==> src/rtl/core/apf_pkg.sv <==
// ----------------------------------------------------------------------------
// apf_pkg
// Shared types and constants of the amicable pair finder: controller states,
// the command and status bundles between controller and datapath.
// ----------------------------------------------------------------------------
`default_nettype none

package apf_pkg;

    // Width of a stored divisor sum; sums clip at the all-ones value.
    localparam int SUM_W = 17;
    // Width of the result number fields.
    localparam int NUM_W = 15;
    // Width of the limit field.
    localparam int LIMIT_W = 15;
    // Most pairs reported by one search.
    localparam int MAX_PAIRS = 8;
    localparam int PAIR_CNT_W = $clog2(MAX_PAIRS);

    typedef enum logic [3:0] {
        ST_IDLE,
        ST_START,
        ST_INIT,
        ST_SUM_RD,
        ST_SUM_WR,
        ST_SCAN_RDA,
        ST_SCAN_CHKA,
        ST_SCAN_CHKB,
        ST_EMIT,
        ST_FINISH
    } state_t;

    typedef struct packed {
        logic load;        // capture a new limit
        logic init_wr;     // first pass: write one at m
        logic sum_rd;      // read the table at m
        logic sum_wr;      // write the updated sum at m
        logic step_m;      // m <= m + d
        logic next_d;      // d <= d + 1, m <= 2 * (d + 1)
        logic start_scan;  // a <= 2
        logic rd_b;        // read the table at the partner, keep the partner
        logic step_a;      // a <= a + 1
        logic emit;        // push a found pair into the pending slot
        logic finish;      // send the closing result
    } cmd_t;

    typedef struct packed {
        logic lim_small;   // limit below two
        logic m_over;      // m + d passes the limit
        logic d_over;      // 2 * (d + 1) passes the limit
        logic a_last;      // a equals the limit
        logic cand;        // partner lies above a and within the limit
        logic match;       // partner's sum equals a
        logic out_free;    // output register can take a result
        logic pend_valid;  // a pair waits in the pending slot
        logic count_full;  // this pair fills the last result slot
    } status_t;

endpackage

`default_nettype wire

==> src/rtl/core/apf_ctrl.sv <==
// ----------------------------------------------------------------------------
// apf_ctrl
// Controller of the amicable pair finder: sequences the divisor-sum sieve,
// the table scan and the delivery of results.
// ----------------------------------------------------------------------------
`default_nettype none

module apf_ctrl (
    input  wire logic             clk,
    input  wire logic             rst_n,
    input  wire logic             in_valid,
    output logic                  in_stall,
    input  apf_pkg::status_t      status,
    output apf_pkg::cmd_t         cmd
);

    apf_pkg::state_t state_reg;
    apf_pkg::state_t state_next;

    always_ff @(posedge clk or negedge rst_n)
    begin
        if (!rst_n)
        begin
            state_reg <= apf_pkg::ST_IDLE;
        end
        else
        begin
            state_reg <= state_next;
        end
    end

    always_comb
    begin
        state_next = state_reg;
        case (state_reg)
            apf_pkg::ST_IDLE:
            begin
                if (in_valid)
                begin
                    state_next = apf_pkg::ST_START;
                end
            end
            apf_pkg::ST_START:
            begin
                state_next = status.lim_small ? apf_pkg::ST_FINISH : apf_pkg::ST_INIT;
            end
            apf_pkg::ST_INIT:
            begin
                if (status.m_over)
                begin
                    state_next = status.d_over ? apf_pkg::ST_SCAN_RDA : apf_pkg::ST_SUM_RD;
                end
            end
            apf_pkg::ST_SUM_RD:
            begin
                state_next = apf_pkg::ST_SUM_WR;
            end
            apf_pkg::ST_SUM_WR:
            begin
                if (status.m_over && status.d_over)
                begin
                    state_next = apf_pkg::ST_SCAN_RDA;
                end
                else
                begin
                    state_next = apf_pkg::ST_SUM_RD;
                end
            end
            apf_pkg::ST_SCAN_RDA:
            begin
                state_next = apf_pkg::ST_SCAN_CHKA;
            end
            apf_pkg::ST_SCAN_CHKA:
            begin
                if (status.cand)
                begin
                    state_next = apf_pkg::ST_SCAN_CHKB;
                end
                else
                begin
                    state_next = status.a_last ? apf_pkg::ST_FINISH : apf_pkg::ST_SCAN_RDA;
                end
            end
            apf_pkg::ST_SCAN_CHKB:
            begin
                if (status.match)
                begin
                    state_next = apf_pkg::ST_EMIT;
                end
                else
                begin
                    state_next = status.a_last ? apf_pkg::ST_FINISH : apf_pkg::ST_SCAN_RDA;
                end
            end
            apf_pkg::ST_EMIT:
            begin
                if (!status.pend_valid || status.out_free)
                begin
                    if (status.count_full || status.a_last)
                    begin
                        state_next = apf_pkg::ST_FINISH;
                    end
                    else
                    begin
                        state_next = apf_pkg::ST_SCAN_RDA;
                    end
                end
            end
            apf_pkg::ST_FINISH:
            begin
                if (status.out_free)
                begin
                    state_next = apf_pkg::ST_IDLE;
                end
            end
            default:
            begin
                state_next = apf_pkg::ST_IDLE;
            end
        endcase
    end

    always_comb
    begin
        cmd      = '0;
        in_stall = 1'b1;
        case (state_reg)
            apf_pkg::ST_IDLE:
            begin
                in_stall = 1'b0;
                cmd.load = in_valid;
            end
            apf_pkg::ST_INIT:
            begin
                cmd.init_wr    = 1'b1;
                cmd.step_m     = !status.m_over;
                cmd.next_d     = status.m_over;
                cmd.start_scan = status.m_over && status.d_over;
            end
            apf_pkg::ST_SUM_RD:
            begin
                cmd.sum_rd = 1'b1;
            end
            apf_pkg::ST_SUM_WR:
            begin
                cmd.sum_wr     = 1'b1;
                cmd.step_m     = !status.m_over;
                cmd.next_d     = status.m_over;
                cmd.start_scan = status.m_over && status.d_over;
            end
            apf_pkg::ST_SCAN_CHKA:
            begin
                cmd.rd_b   = 1'b1;
                cmd.step_a = !status.cand && !status.a_last;
            end
            apf_pkg::ST_SCAN_CHKB:
            begin
                cmd.step_a = !status.match && !status.a_last;
            end
            apf_pkg::ST_EMIT:
            begin
                if (!status.pend_valid || status.out_free)
                begin
                    cmd.emit   = 1'b1;
                    cmd.step_a = !status.count_full && !status.a_last;
                end
            end
            apf_pkg::ST_FINISH:
            begin
                cmd.finish = status.out_free;
            end
            default:
            begin
                cmd = '0;
            end
        endcase
    end

endmodule

`default_nettype wire

==> config.mk <==
export PLATFORM = sky130hd
export DESIGN_NAME = apf_ctrl
export DESIGN_NICKNAME = d
export VERILOG_FILES = /design/src/rtl/core/apf_pkg.sv /design/src/rtl/core/apf_ctrl.sv
export SDC_FILE = /design/constraint.sdc
export NUM_CORES = 1
export LEC_CHECK = 0
export ABC_AREA = 1
export BUFFER_PORTS_ARGS = -buffer_cell sky130_fd_sc_hd__buf_2
export CAP_MARGIN = 25
export CORE_MARGIN = 2
export CORE_UTILIZATION = 40
export CTS_BUF_LIST = sky130_fd_sc_hd__clkbuf_4 sky130_fd_sc_hd__clkbuf_8 sky130_fd_sc_hd__clkbuf_16
export DETAILED_ROUTE_END_ITERATION = 10
export GPL_TIMING_DRIVEN = 0
export PLACE_DENSITY = 0.69
export SETUP_SLACK_MARGIN = 0.02
export SLEW_MARGIN = 20
export SYNTH_ARGS = -nofsm -noshare
export SYNTH_HDL_FRONTEND = slang
export SYNTH_SLANG_ARGS = --single-unit
export TNS_END_PERCENT = 100
==> constraint.sdc <==
create_clock -name clk -period 1.3 [get_ports clk]
set_clock_uncertainty 0.2 [all_clocks]
set_input_delay 0.065 -clock clk [delete_from_list [all_inputs] [get_ports clk]]
set_output_delay 0.065 -clock clk [all_outputs]
set_load 0.02 [all_outputs]
==> results.md <==
* FF-to-FF End: state_reg[1]
* Initial antenna violation count at 0
* Final instance area at between 1000 and 1500 um2
* Final wirelength at 2.631 mm
* Sequence of cells on the critical path: inv_2 > nor2_4 > buf_6 > buf_4 > nand3_1 > nand3_1 > o21ai_1 > nand2_1
* Pwr Density at 1981 nW/um2
* Util after Layout at 0.9103
* Clock transition at the registers of the reported paths at 40 ps
* Critical Path RT at 1210 ps
* DP Worst Slack at -206.7 ps
* Antenna Nets Post-Route at 0
* Multi-input logic area at 508.0 um2
* Tmin final at about 1700 ps
* Worst path top cell family by delay: flip-flops
* Vias in the first global route at 755
* First-pass GRT wire length at 3.111 mm
* Overflow after GRT at 0
* GRT Total Usage at 0.2920
* CP max FO at 4
* Max Slew Vio Count at 0
* DR pass1 iterations at 4
* Synth warnings at 0
* Crit path largest cell delay at 450 ps
* CTS H-tree lvls at 1
* Post-Layout Cell Count at around 170
* WP buf/inv at 3
* Failing checks: setup timing
* Slew headroom at 0.8388
* Commonest non-fill, non-tap cell in the layout: nand2_1
* Final setup vio count at 16
* Placed cells at 140
* # port buffers at 23
* Synthesized flop and latch total at 4
* Fill cells at 55
* Most Frequent Cell on Critical Path: nand3_1
* Setup crit end kind: flop
* CP Class: reg -> reg
* Core area at approximately 1300 um2
* I/O pins at 24
* Crit. Startpoint: state_reg[2]
* Post-DP Area at 720.7 um2
* Post-route clock period utilization at 1.287
* Max reg flops at 4
* Unrepaired setup endpoints after global routing: yes
* Fin nets at 165
* Clk root buf: clkbuf_4
* Reg-to-reg slack, setup at -370 ps
* Sequential Area at 105.1 um2
* TritonCTS buffer count at 3
* Status: finished, violations left
* Fmax at 597.8 MHz
* Hold Fails Final Rpt at 0
* Cell depth of the worst setup path at 8
* Area delta synth->final at 119.2%
* Syn nets at 114
* Row Count at 13
* Via-to-Cell Ratio at 5.587
* Ant diodes at 0
* CTS sink count at 4
* Worst r2r src: state_reg[2]
* Post-Syn Area at 526.8 um2
* Sequential cell area fraction in the yosys report at 0.1900
* Post-DP HPWL at 1.154 mm
* Layout cells sized above 1 at 0.5724
* DRC at 0
* Number of library cell types mapped by synthesis at 14
* Synth Area per Inst at approximately 5.2 um2
* Synthesized instance count at 102
* DR iter-0 viols at 29
* Max-cap violation count at 0
* Crit start category: flop
* Area of the die at 1623 um2
* CP arrival at 1580 ps
* Setup TNS at -4825 ps
* Worst-Skew Late Latency at 240 ps
* Largest net degree at the start of global routing at 7
* Clock tree buffer depth at 2
* Starting Density at 0.4152
* Crit path capture: state_reg[1]
* Total number of vias at around 930
* Slowest-stage cell, CP: dfrtp_2
* Gpl congestion at 0.7892
* Hold path start: status[7]
* Most frequent cells in the layout: nand2_1, buf_6, nand3_1, buf_4, nor2_4
* Worst VDD drop at 1.392 mV
* TritonCTS clock tree: done
* Cell leakage power at 0.6477 nW
* Worst hold path type: in -> reg
* Width of the die at 40.29 um
* Die height at 40.29 um
* Worst Tran Pin Value at about 240 ps
* Hold slack at around 64 ps
* Total power at 2.287 mW
* Setup WS post-layout at -372.7 ps
* Worst R2R Path Depth at 8
* Post-DR wirelength/cell at 15.75 um
kinds of logic after synthesis:
kind of cell	share of synthesized area
and+or+nand+nor	0.6223
buffers and inverters	0.1497
DFF	0.1900
AOI/OAI and AO/OA	0.03801
layout make-up:
cell class | instances | share of cell area
repair buffers | 46 | 0.3510
flip-flops and latches | 4 | 0.09101
multi-input cells | 78 | 0.4399
plain buffers | 1 | 0.009751
inverters | 19 | 0.06609
well taps | 15 | 0.01625
clock buffers | 4 | 0.02600
what timing repair did:
item,CTS,global route
hold buffers,4,0
endpoints found under the hold margin,6,0
endpoints found under the setup margin,16,16
gates resized for setup,39,21
buffers inserted,13,6
pin swaps,13,8
cell usage after synthesis:
library cell / n / area [um2]
a21oi_1: 2 / 10.01
buf_4: 1 / 7.510
dfrtp_1: 4 / 100.1
inv_1: 13 / 48.80
inv_2: 6 / 22.52
nand2_1: 31 / 116.4
nand3_1: 17 / 85.08
nand3b_1: 1 / 7.510
nand4_1: 2 / 12.51
nor2_1: 17 / 63.81
nor2_2: 4 / 25.02
nor2_4: 1 / 11.26
o21ai_1: 2 / 10.01
or2_2: 1 / 6.260
how the worst min path moves through the flow:
stage	endpoint	slack [ps]	cells after the start
floorplan	state_reg[0]	-430	0
global placement	state_reg[1]	-330	1
detailed placement	state_reg[3]	-330	1
CTS	state_reg[2]	60	5
global route	state_reg[1]	80	4
finish	state_reg[1]	60	4
power by group:
group          internal [mW]  total (mW)  switching (mW)
sequential             0.182       0.280          0.0985
clock                  0.137       0.198          0.0613
combinational          0.838        1.81           0.971
routing by layer:
| metal | vias up | track usage | part of all wire |
|---|---|---|---|
| met5 | - | 0 | 0 |
| met4 | 0 | 0.1417 | 0.038 |
| met3 | 13 | 0.05556 | 0.075 |
| met2 | 59 | 0.4960 | 0.48 |
| met1 | 446 | 0.3490 | 0.40 |
| li1 | 415 | - | - |
worst min-delay path, delay by kind of cell:
kind	cells	cell delay (ps)
buf+inv	2	220
simple gates	2	180
No activity file was read; power rests on OpenSTA's default activity.
